<file path="config.mk">
export PLATFORM = sky130hd
export DESIGN_NAME = pan_position_pid
export DESIGN_NICKNAME = d
export VERILOG_FILES = /design/src/hw/rtl/ppid_pkg.sv /design/src/hw/rtl/pan_position_pid.sv
export SDC_FILE = /design/constraint.sdc
export NUM_CORES = 2
export LEC_CHECK = 0
export BUFFER_PORTS_ARGS = -buffer_cell sky130_fd_sc_hd__buf_4
export CAP_MARGIN = 20
export CORE_ASPECT_RATIO = 2
export CORE_MARGIN = 5
export CORE_UTILIZATION = 60
export DETAILED_ROUTE_END_ITERATION = 7
export PLACE_DENSITY = 0.86
export SYNTH_ARGS = -nofsm -noshare
export SYNTH_HDL_FRONTEND = slang
export SYNTH_SLANG_ARGS = --single-unit
</file>
<file path="constraint.sdc">
create_clock -name clk -period 24.7 [get_ports clk]
set_input_delay 1.235 -clock clk [delete_from_list [all_inputs] [get_ports clk]]
set_output_delay 1.235 -clock clk [all_outputs]
set_load 0.005 [all_outputs]
</file>
<file path="src/hw/rtl/ppid_pkg.sv">
// ----------------------------------------------------------------------------
// ppid_pkg
// Shared widths, register indexes and reset values for the pan position PID.
// ----------------------------------------------------------------------------
`default_nettype none

package ppid_pkg;

  // Field widths
  localparam int POS_W     = 11;  // encoder position
  localparam int IVL_W     = 16;  // run interval / tick countdown
  localparam int GAIN_W    = 12;  // unsigned Q2.10 gain
  localparam int LIM_W     = 15;  // integrator and speed limits
  localparam int SUM_W     = 16;  // signed integrator
  localparam int SPEED_W   = 16;  // signed speed command
  localparam int CFG_IDX_W = 3;
  localparam int CFG_DAT_W = 16;
  localparam int FRAC_W    = 10;  // Q2.10 fraction bits

  // Parameter defaults
  localparam int RATE_FACTOR_DEF = 25;
  localparam int REV_TICKS_DEF   = 1080;

  // Register indexes
  typedef enum logic [CFG_IDX_W-1:0] {
    REG_RUN_INTERVAL = 3'd0,
    REG_BAND_START   = 3'd1,
    REG_BAND_STOP    = 3'd2,
    REG_PROP_GAIN    = 3'd3,
    REG_INTEG_GAIN   = 3'd4,
    REG_DERIV_GAIN   = 3'd5,
    REG_INTEG_LIMIT  = 3'd6,
    REG_MAX_SPEED    = 3'd7
  } cfg_reg_t;

  // Reset values
  localparam logic [IVL_W-1:0]  RUN_INTERVAL_RST = 16'd200;
  localparam logic [POS_W-1:0]  BAND_START_RST   = 11'd205;
  localparam logic [POS_W-1:0]  BAND_STOP_RST    = 11'd860;
  localparam int                PROP_GAIN_RST    = 635;
  localparam logic [GAIN_W-1:0] INTEG_GAIN_RST   = 12'd614;
  localparam int                DERIV_GAIN_RST   = 0;
  localparam logic [LIM_W-1:0]  INTEG_LIMIT_RST  = 15'd1250;
  localparam logic [LIM_W-1:0]  MAX_SPEED_RST    = 15'd1500;

endpackage

`default_nettype wire

</file>
<file path="src/hw/rtl/pan_position_pid.sv">
// ----------------------------------------------------------------------------
// pan_position_pid
// Pan position PID loop run every run_interval scheduler ticks.
// ----------------------------------------------------------------------------
// Every input item is one scheduler tick; the block accepts a tick in every
// cycle unless the result side stalls. A 16-bit down counter picks out one
// tick in run_interval (interval 0 means one in 65536); only that tick
// yields a speed item, the others yield nothing. The loop state (countdown,
// integrator, previous error) is updated in the error and integrator stage,
// so runs may follow each other in consecutive cycles. A result passes
// through the input register, error and integrator stage, gain products,
// PID sum, magnitude and range clamp, and the output register, which takes
// the division by RATE_FACTOR through a reciprocal product and the
// max_speed clamp. The stages hold their items under back-pressure and
// close up bubbles. The P and D gains are folded with RATE_FACTOR when
// written, so configure only while the block is idle.
// ----------------------------------------------------------------------------
`default_nettype none

module pan_position_pid
  import ppid_pkg::*;
#(
  parameter int RATE_FACTOR      = RATE_FACTOR_DEF,
  parameter int REVOLUTION_TICKS = REV_TICKS_DEF
) (
  input  wire logic                  clk,
  input  wire logic                  rst_n,
  // configuration
  input  wire logic                  cfg_we,
  input  wire logic [CFG_IDX_W-1:0]  cfg_index,
  input  wire logic [CFG_DAT_W-1:0]  cfg_wdata,
  // tick items in
  input  wire logic                  in_valid,
  output logic                       in_stall,
  input  wire logic [POS_W-1:0]      in_current_position,
  input  wire logic [POS_W-1:0]      in_target_position,
  input  wire logic                  in_target_valid,
  // speed items out
  output logic                       out_valid,
  input  wire logic                  out_stall,
  output logic signed [SPEED_W-1:0]  out_speed
);

  // --------------------------------------------------------------------------
  // Derived sizes
  // --------------------------------------------------------------------------
  // wrapped error: |target - current| <= 2047, plus one revolution
  localparam int ERR_W  = $clog2(2048 + REVOLUTION_TICKS + 1) + 1;
  localparam int HALF   = REVOLUTION_TICKS / 2;
  localparam int DERR_W = ERR_W + 1;                 // err - prev_error
  localparam int SUMX_W = ((SUM_W > ERR_W) ? SUM_W : ERR_W) + 1;
  // gains pre-scaled by RATE_FACTOR (P) and RATE_FACTOR^2 (D)
  localparam int KP_W   = GAIN_W + $clog2(RATE_FACTOR + 1);
  localparam int KD_W   = GAIN_W + $clog2(RATE_FACTOR * RATE_FACTOR + 1);
  localparam int PP_W   = ERR_W + KP_W + 1;
  localparam int IP_W   = SUM_W + GAIN_W + 1;
  localparam int DP_W   = DERR_W + KD_W + 1;
  localparam int MAXP_W = (PP_W > IP_W) ? ((PP_W > DP_W) ? PP_W : DP_W)
                                        : ((IP_W > DP_W) ? IP_W : DP_W);
  localparam int NUM_W  = MAXP_W + 2;
  localparam int QW     = NUM_W - FRAC_W;
  // anything at or above 32768*RATE_FACTOR saturates any max_speed
  localparam int QN     = $clog2(32768 * RATE_FACTOR);
  localparam longint unsigned QMAX = 64'(32768 * RATE_FACTOR - 1);
  localparam int LOG_RF = $clog2(RATE_FACTOR);
  localparam int SH     = QN + LOG_RF;
  localparam int RW     = QN + 1;
  localparam longint unsigned RECIP =
    ((64'd1 << SH) + 64'(RATE_FACTOR) - 64'd1) / 64'(RATE_FACTOR);
  localparam int MAG_W  = SPEED_W - 1;

  // --------------------------------------------------------------------------
  // Configuration registers
  // --------------------------------------------------------------------------
  logic [IVL_W-1:0]  run_interval_r;
  logic [POS_W-1:0]  band_start_r;
  logic [POS_W-1:0]  band_stop_r;
  logic [KP_W-1:0]   kp_r;          // prop_gain * RATE_FACTOR
  logic [GAIN_W-1:0] ki_r;
  logic [KD_W-1:0]   kd_r;          // deriv_gain * RATE_FACTOR^2
  logic [LIM_W-1:0]  integ_limit_r;
  logic [LIM_W-1:0]  max_speed_r;

  always_ff @(posedge clk) begin
    if (!rst_n) begin
      run_interval_r <= RUN_INTERVAL_RST;
      band_start_r   <= BAND_START_RST;
      band_stop_r    <= BAND_STOP_RST;
      kp_r           <= KP_W'(PROP_GAIN_RST * RATE_FACTOR);
      ki_r           <= INTEG_GAIN_RST;
      kd_r           <= KD_W'(DERIV_GAIN_RST * RATE_FACTOR * RATE_FACTOR);
      integ_limit_r  <= INTEG_LIMIT_RST;
      max_speed_r    <= MAX_SPEED_RST;
    end else if (cfg_we) begin
      case (cfg_reg_t'(cfg_index))
        REG_RUN_INTERVAL: run_interval_r <= cfg_wdata[IVL_W-1:0];
        REG_BAND_START:   band_start_r   <= cfg_wdata[POS_W-1:0];
        REG_BAND_STOP:    band_stop_r    <= cfg_wdata[POS_W-1:0];
        REG_PROP_GAIN:    kp_r <= KP_W'(cfg_wdata[GAIN_W-1:0]) * KP_W'(RATE_FACTOR);
        REG_INTEG_GAIN:   ki_r           <= cfg_wdata[GAIN_W-1:0];
        REG_DERIV_GAIN:   kd_r <= KD_W'(cfg_wdata[GAIN_W-1:0])
                                  * KD_W'(RATE_FACTOR * RATE_FACTOR);
        REG_INTEG_LIMIT:  integ_limit_r  <= cfg_wdata[LIM_W-1:0];
        REG_MAX_SPEED:    max_speed_r    <= cfg_wdata[LIM_W-1:0];
        default: ;
      endcase
    end
  end

  // --------------------------------------------------------------------------
  // Pipeline flow control: a stage takes a new item when it is empty or its
  // own item moves on.
  // --------------------------------------------------------------------------
  logic s0_vld_r, s1_vld_r, s2_vld_r, s3_vld_r, s4_vld_r, out_vld_r;
  logic out_rdy, s4_rdy, s3_rdy, s2_rdy, s1_rdy, s0_rdy;

  assign out_rdy = !out_vld_r || !out_stall;
  assign s4_rdy  = !s4_vld_r || out_rdy;
  assign s3_rdy  = !s3_vld_r || s4_rdy;
  assign s2_rdy  = !s2_vld_r || s3_rdy;
  assign s1_rdy  = !s1_vld_r || s2_rdy;
  assign s0_rdy  = !s0_vld_r || s1_rdy;

  assign in_stall  = !s0_rdy;
  assign out_valid = out_vld_r;

  // --------------------------------------------------------------------------
  // Stage 0: input register
  // --------------------------------------------------------------------------
  logic [POS_W-1:0] cur_s0_r;
  logic [POS_W-1:0] tgt_s0_r;
  logic             tvld_s0_r;

  always_ff @(posedge clk) begin
    if (s0_rdy) begin
      cur_s0_r  <= in_current_position;
      tgt_s0_r  <= in_target_position;
      tvld_s0_r <= in_target_valid;
    end
  end

  // --------------------------------------------------------------------------
  // Stage 1: tick counting, target shaping, wrapped error, integrator.
  // Loop state lives here so back-to-back runs see each other's update.
  // --------------------------------------------------------------------------
  logic [IVL_W-1:0]         countdown_r, countdown_nxt, count_dec;
  logic signed [SUM_W-1:0]  esum_r, esum_nxt;
  logic signed [POS_W-1:0]  prev_err_r, prev_err_nxt;
  logic                     run, s0_move;
  logic [POS_W-1:0]         tgt, tgt_snap;
  logic [POS_W:0]           band_mid;
  logic signed [ERR_W-1:0]  diff, err;
  logic signed [SUMX_W-1:0] esum_raw;
  logic signed [SUMX_W-1:0] lim_pos, lim_neg;
  logic signed [DERR_W-1:0] derr;

  assign s0_move   = s0_vld_r && s1_rdy;
  assign count_dec = countdown_r - IVL_W'(1);
  assign run       = (count_dec == '0);

  always_comb begin
    countdown_nxt = run ? run_interval_r : count_dec;

    // absent target reads as zero; a target inside the band goes to band_start
    // when below the rounded-down band middle, else to band_stop
    tgt      = tvld_s0_r ? tgt_s0_r : '0;
    band_mid = ({1'b0, band_start_r} + {1'b0, band_stop_r}) >> 1;
    tgt_snap = tgt;
    if (tgt > band_start_r && tgt < band_stop_r) begin
      tgt_snap = ({1'b0, tgt} < band_mid) ? band_start_r : band_stop_r;
    end

    // shortest way round one revolution
    diff = ERR_W'($signed({1'b0, tgt_snap})) - ERR_W'($signed({1'b0, cur_s0_r}));
    err  = diff;
    if (diff > ERR_W'(HALF)) begin
      err = diff - ERR_W'(REVOLUTION_TICKS);
    end else if (diff < -ERR_W'(HALF)) begin
      err = diff + ERR_W'(REVOLUTION_TICKS);
    end

    // clamped integrator
    esum_raw = SUMX_W'(esum_r) + SUMX_W'(err);
    lim_pos  = SUMX_W'($signed({1'b0, integ_limit_r}));
    lim_neg  = -lim_pos;
    if (esum_raw > lim_pos) begin
      esum_nxt = SUM_W'(lim_pos);
    end else if (esum_raw < lim_neg) begin
      esum_nxt = SUM_W'(lim_neg);
    end else begin
      esum_nxt = SUM_W'(esum_raw);
    end

    derr         = DERR_W'(err) - DERR_W'(prev_err_r);
    prev_err_nxt = err[POS_W-1:0];
  end

  always_ff @(posedge clk) begin
    if (!rst_n) begin
      countdown_r <= RUN_INTERVAL_RST;
      esum_r      <= '0;
      prev_err_r  <= '0;
    end else if (s0_move) begin
      countdown_r <= countdown_nxt;
      if (run) begin
        esum_r     <= esum_nxt;
        prev_err_r <= prev_err_nxt;
      end
    end
  end

  logic signed [ERR_W-1:0]  err_s1_r;
  logic signed [SUM_W-1:0]  esum_s1_r;
  logic signed [DERR_W-1:0] derr_s1_r;

  always_ff @(posedge clk) begin
    if (s1_rdy) begin
      err_s1_r  <= err;
      esum_s1_r <= esum_nxt;
      derr_s1_r <= derr;
    end
  end

  // --------------------------------------------------------------------------
  // Stage 2: gain products
  // --------------------------------------------------------------------------
  logic signed [PP_W-1:0] pterm_s2_r;
  logic signed [IP_W-1:0] iterm_s2_r;
  logic signed [DP_W-1:0] dterm_s2_r;

  always_ff @(posedge clk) begin
    if (s2_rdy) begin
      pterm_s2_r <= PP_W'(err_s1_r)  * PP_W'($signed({1'b0, kp_r}));
      iterm_s2_r <= IP_W'(esum_s1_r) * IP_W'($signed({1'b0, ki_r}));
      dterm_s2_r <= DP_W'(derr_s1_r) * DP_W'($signed({1'b0, kd_r}));
    end
  end

  // --------------------------------------------------------------------------
  // Stage 3: PID sum, scaled by 1024 * RATE_FACTOR
  // --------------------------------------------------------------------------
  logic signed [NUM_W-1:0] num_s3_r;

  always_ff @(posedge clk) begin
    if (s3_rdy) begin
      num_s3_r <= NUM_W'(pterm_s2_r) + NUM_W'(iterm_s2_r) + NUM_W'(dterm_s2_r);
    end
  end

  // --------------------------------------------------------------------------
  // Stage 4: magnitude, drop fraction, clamp to the range that can matter
  // --------------------------------------------------------------------------
  logic [NUM_W-1:0] num_mag;
  logic [QW-1:0]    q_raw;
  logic [QN-1:0]    q_clamp;
  logic             neg_s4_r;
  logic [QN-1:0]    q_s4_r;

  always_comb begin
    num_mag = num_s3_r[NUM_W-1] ? NUM_W'(-num_s3_r) : NUM_W'(num_s3_r);
    q_raw   = num_mag[NUM_W-1:FRAC_W];
    q_clamp = (64'(q_raw) > QMAX) ? QN'(QMAX) : q_raw[QN-1:0];
  end

  always_ff @(posedge clk) begin
    if (s4_rdy) begin
      neg_s4_r <= num_s3_r[NUM_W-1];
      q_s4_r   <= q_clamp;
    end
  end

  // --------------------------------------------------------------------------
  // Stage 5: divide by RATE_FACTOR (exact reciprocal product, then shift),
  // max_speed clamp and sign, into the output register
  // --------------------------------------------------------------------------
  logic [QN+RW-1:0]         recip_prod;
  logic [MAG_W-1:0]         quot, mag;
  logic signed [SPEED_W-1:0] speed_nxt;
  logic signed [SPEED_W-1:0] speed_r;

  always_comb begin
    recip_prod = (QN+RW)'(q_s4_r) * (QN+RW)'(RW'(RECIP));
    quot       = recip_prod[SH +: MAG_W];
    mag        = (quot > max_speed_r) ? max_speed_r : quot;
    speed_nxt  = neg_s4_r ? -$signed({1'b0, mag}) : $signed({1'b0, mag});
  end

  always_ff @(posedge clk) begin
    if (out_rdy) begin
      speed_r <= speed_nxt;
    end
  end

  assign out_speed = speed_r;

  // --------------------------------------------------------------------------
  // Stage valid bits; only a run tick enters stage 1
  // --------------------------------------------------------------------------
  always_ff @(posedge clk) begin
    if (!rst_n) begin
      s0_vld_r  <= 1'b0;
      s1_vld_r  <= 1'b0;
      s2_vld_r  <= 1'b0;
      s3_vld_r  <= 1'b0;
      s4_vld_r  <= 1'b0;
      out_vld_r <= 1'b0;
    end else begin
      if (s0_rdy)  s0_vld_r  <= in_valid;
      if (s1_rdy)  s1_vld_r  <= s0_vld_r && run;
      if (s2_rdy)  s2_vld_r  <= s1_vld_r;
      if (s3_rdy)  s3_vld_r  <= s2_vld_r;
      if (s4_rdy)  s4_vld_r  <= s3_vld_r;
      if (out_rdy) out_vld_r <= s4_vld_r;
    end
  end

endmodule

`default_nettype wire

</file>
# Word-level counts from Yosys, hierarchy flattened
# Cells that the tools add are included.
# classes
add_sub_neg,12
mul,6
order_cmp,9
n_eq_ne,7
n_mux,11
reduce_logical,28
# op_table
cell,n
two-way mux 16 bit,3
"multiplier 20 x 20 -> 39 bit, second input constant",1
two-way mux 39 bit,1
negation 39 bit,1
adder 32 x 37 -> 38 bit,1
multiplier 14 x 23 -> 37 bit,1
two-way mux 11 bit,3
adder 31 x 29 -> 32 bit,1
multiplier 13 x 18 -> 31 bit,1
two-way mux 15 bit,2
"> comparator 29 x 20 -> 1 bit, second input constant",1
multiplier 16 x 13 -> 29 bit,1
two-way mux 13 bit,2
< comparator 11 bit,2
"multiplier 12 x 10 -> 22 bit, second input constant",1
AND reduction 2 bit,9
adder 16 x 13 -> 17 bit,1
> comparator 17 x 16 -> 1 bit,1
< comparator 17 bit,1
"multiplier 12 x 5 -> 17 bit, second input constant",1
negation 15 -> 17 bit,1
zero test 16 bit,1
negation 15 -> 16 bit,1
"subtractor 16 x 1 -> 16 bit, second input constant",1
other kinds (16),34
# word_totals
register_bits,407
in_bits,47
output_inout_bits,18
word_cells,104

# Longest topological paths before layout
# depth
ltp_word,12
ltp_mapped,55
depth_no_buf,51

# Least setup slack after synthesis
# Ideal clock, no wire load.
# synth_timing
path_type,reg2reg
start,register band_start_r[1]
end,register esum_r[10]
setup_ns,0.115
arrival_time_ns,10.356
t_required_ns,24.585
path_slack_ns,14.229
stages_incl_launch_ff,52
path_buffers,4
synth_period_minus_slack_ns,10.471
cell_sequence,dfxtp_1 ha_1 a31o_2 a21oi_1 o21ai_0 a21oi_1 nand2b_1 a21boi_0 o21ai_0 nand2b_1 a21oi_1 xor2_1 ha_1 a21o_1 a21oi_1 o21ai_0 a21oi_1 buf_1 [16 not listed] o21a_1 o31a_1 o41ai_1 o211ai_1 a31o_2 a21oi_1 xnor2_1 ha_1 nor2b_1 o21ai_0 nand3_1 o21ai_0 o31a_1 clkbuf_1 clkbuf_1 mux2i_1 o211ai_1 o21ba_2
# synth_between
elab_chain_len,12
word_cells_on_any_way,18
cone_classes,add/sub: 5; order compare: 6; mux: 6; reduce/logical: 1
# synth_rtl
element,line,text
start: declaration,pan_position_pid.sv:76,logic [POS_W-1:0] band_start_r;
start signal: assignment,pan_position_pid.sv:97,REG_BAND_START: band_start_r <= cfg_wdata[POS_W-1:0];
adder 11 x 11 -> 12 bit,pan_position_pid.sv:167,"band_mid = ({1'b0, band_start_r} + {1'b0, band_stop_r}) >> 1;"
< comparator 11 bit,pan_position_pid.sv:170,"tgt_snap = ({1'b0, tgt} < band_mid) ? band_start_r : band_stop_r;"
two-way mux 11 bit,pan_position_pid.sv:170,
two-way mux 11 bit (*),pan_position_pid.sv:169,if (tgt > band_start_r && tgt < band_stop_r) begin
subtractor 11 x 11 -> 12 bit (*),pan_position_pid.sv:174,"diff = ERR_W'($signed({1'b0, tgt_snap})) - ERR_W'($signed({1'b0, cur_s0_r}));"
adder 12 x 12 -> 13 bit / < comparator 12 x 11 -> 1 bit (equally long branches),"pan_position_pid.sv:179, pan_position_pid.sv:178",
two-way mux 13 bit,pan_position_pid.sv:178,end else if (diff < -ERR_W'(HALF)) begin
two-way mux 13 bit (*),pan_position_pid.sv:176,if (diff > ERR_W'(HALF)) begin
named net err[3],pan_position_pid.sv:152,"logic signed [ERR_W-1:0] diff, err;"
adder 16 x 13 -> 17 bit (*),pan_position_pid.sv:183,esum_raw = SUMX_W'(esum_r) + SUMX_W'(err);
< comparator 17 bit,pan_position_pid.sv:188,end else if (esum_raw < lim_neg) begin
two-way mux 16 bit,pan_position_pid.sv:188,
two-way mux 16 bit (*),pan_position_pid.sv:186,if (esum_raw > lim_pos) begin
named net esum_nxt[10],pan_position_pid.sv:147,"logic signed [SUM_W-1:0] esum_r, esum_nxt;"
end signal: assignment,pan_position_pid.sv:206,esum_r <= esum_nxt;
end: declaration,pan_position_pid.sv:147,
# Mark *: on every way through the listed nets, which the timed path passes. The rest lies on a longest branch.
# A chain may end at the register's enable or synchronous reset.

# Worst setup path in the final report
# layout_timing
start,register band_start_r[1]
end,register esum_r[4]
# The elaborated chain is that of the path after synthesis.

==> run summary <==
hold depth -> 2
Pre-antenna DRT Iters -> 6
most frequent cells in the layout -> inv_1, fa_1, ha_1
CP Max Fanout -> 12
die area -> 0.101 mm²
CP arrival -> 12.60 ns
Antenna Cells -> 0
Setup violations, final -> 0
Worst slew margin -> 31.1%
Post-synth EDFFs -> 238
top-area cell type share of the netlist area -> 28.1%
post-synthesis cell type count -> 95
Crit Path Class -> flip-flop to flip-flop
status -> complete, no violations
commonest non-fill, non-tap cell in the layout -> inv_1
fin crit share -> 49.0%
CP bufs+invs -> 2
CTS tree -> done
flip-flop and latch area -> 0.0105 mm²
critical path depth -> 47
cts hold-fix bufs -> 0
syn_nets -> 7,596
Fillers -> 7,295
worst-skew pair later-pin latency -> 0.62 ns
CTS sink cnt -> 406
share of cells above drive strength 1 -> 4.15%
CP top delay family -> compound AO/OA/AOI/OAI gates
Worst Reg-to-Reg Cells -> 47
# Post-CTS Setup Buffers -> 0
# IOs -> 65
Port Buffers -> 64
Max H-tree Level -> 2
ys async rst share -> 0%
Final Hold Fails -> 0
dpl cell area -> 0.0583 mm²
setup tns final -> 0 ns
Hold WC Path Type -> flip-flop to flip-flop
reg2reg setup slack -> 12.60 ns
vias -> 43,300
Synth area leader -> fa_1
vias in the first global route -> 47,800
Layout area overhead -> 5.17%
WP data required -> 25.20 ns
Die H -> 445 µm
Syn Inst Count -> 5,973
synth top area cells -> fa_1, ha_1, edfxtp_1
Clk pin slew, worst setup/hold paths -> 0.07 ns
fmax -> 0.0827 GHz
initial antenna violation count -> 1
DP HPWL -> 131,000 µm
Seq/Total Area, Yosys -> 18.5%
routability congestion estimate from global placement -> 0.989
pin count of the biggest net entering global routing -> 67
RSZ-0062 raised after global routing -> false
core footprint -> 0.0939 mm²
Starting DRT DRC Count -> 2,522
Final Slew Violations -> 0
Via density -> 6.06
Mapped Area -> 0.0568 mm²
mean routed wirelength per cell -> 22.1 µm
num rows -> 159
total of max-cap violations -> 0
Worst Setup End Kind -> flip-flop
Yosys warnings -> 0
footprint of the multi-input gates -> 0.0418 mm²
worst clock skew -> 0.0402 ns
critical path's slowest cell -> o41ai_1
DRC violations left -> 0
total track usage -> 31.7%
fin area -> 0.0597 mm²
Synth Register Bits -> 406
Tmin final -> 12.10 ns
largest stage delay on the critical path -> 0.70 ns
Syn Area/Cell -> 9.51 µm²
root buf cell -> clkbuf_16
first-pass GRT wire length -> 249,000 µm
critical path launch point type -> flip-flop
DRT antenna net count -> 0
Resized Gates After CTS -> 0
final wirelength -> 158,000 µm
GR Overflow Total -> 0
Tightest Pin Transition -> 1.03 ns
initial core utilization -> 60.5%
Clock Path Buffers -> 3
Num CTS Buffers -> 43
Post-synth top flop -> edfxtp_1
die width -> 228 µm
fin nets -> 7,536
## final cells by class
| cell class | count | share of cell area (%) |
|---|---|---|
| Multi-Input combinational cell | 4378 | 70.0 |
| Sequential cell | 406 | 17.6 |
| Inverter | 988 | 6.21 |
| Tap cell | 1207 | 2.53 |
| Clock buffer | 57 | 2.07 |
| Timing Repair Buffer | 96 | 1.23 |
| Clock inverter | 21 | 0.358 |
## synthesized netlist by cell type, drive strengths merged, types with 8 or more instances
cell type  instances
o21bai            25
nand2            754
a211oi            24
nand3             87
mux2              15
nor3              55
a31oi             26
o22ai             14
o211ai            59
xnor2            168
or2               13
o21ba              8
or3               27
xor2              83
nor2             194
a21oi            294
nor2b             35
mux2i             27
edfxtp           238
nand2b            67
o31ai             22
buf               12
nor3b              9
or4               13
and3              31
and2             317
a211o              8
inv              988
dfxtp            168
fa               796
and4               8
nand4             29
a21o              81
ha               780
nor4              13
a21boi            11
clkbuf           189
o21ai            149
o21a              33
## per-stage QoR
| stage | setup slack, ns | util, % | hold WS (ns) | instances |
|---|---|---|---|---|
| final | 12.60 | 63.6 | 0.454 | 7153 |
| after global routing | 11.68 | 63.6 | 0.479 | 7153 |
| after CTS | 12.73 | 63.6 | 0.459 | 7153 |
| after detailed placement | 12.82 | 62.0 | 0.450 | 7075 |
| after global placement | 12.64 | 62.0 | 0.439 | 7071 |
| after floorplan | 14.23 | - | 0.429 | 5973 |
## final timing paths
path,from,endpoint
max reg2reg,band_start_r[1],esum_r[4]
min reg2reg,run_interval_r[10],run_interval_r[10]
max,band_start_r[1],esum_r[4]
min,run_interval_r[10],run_interval_r[10]
## worst register-to-register path, delay by kind of cell (launching register included)
family                   cells  cell delay, ns
buffers and inverters        2            0.43
AND/OR/NAND/NOR              7            1.11
flip-flops                   1            0.33
AO/OA/AOI/OAI               25            6.29
XOR/XNOR                     4            1.14
multiplexers                 2            0.39
adder cells (fa/ha/maj)      7            2.30
## sequential cells by signal (all words and copies together) (netlist names), 13 cells and up
name and cells:
out_speed 16, iterm_s2_r 29, pterm_s2_r 31, esum_s1_r 16, q_s4_r 20, max_speed_r 15
kp_r 17, run_interval_r 16, kd_r 22, countdown_r 16, derr_s1_r 14, dterm_s2_r 37
err_s1_r 13, num_s3_r 38, esum_r 16, integ_limit_r 15
## routing by layer
metal	part of all wire [%]	global-route usage (%)
met5	0.0070	0
met4	13	29.5
met3	5.4	4.84
met2	52	58.7
met1	29	28.3
## cells by family (layout without fill, tap and decap cells)
| family | Yosys count | after routing | synth area share, % |
|---|---|---|---|
| buf+inv | 1189 | 1162 | 7.91 |
| xor+xnor | 251 | 251 | 3.87 |
| flops | 406 | 406 | 18.5 |
| mux | 42 | 42 | 0.774 |
| fa+ha+maj | 1577 | 1577 | 45.3 |
| compound gates | 841 | 841 | 9.45 |
| simple gates | 1667 | 1667 | 14.2 |
Power is not shown: default switching activity piles up to over one toggle a cycle in this logic, so the estimate is an artifact.
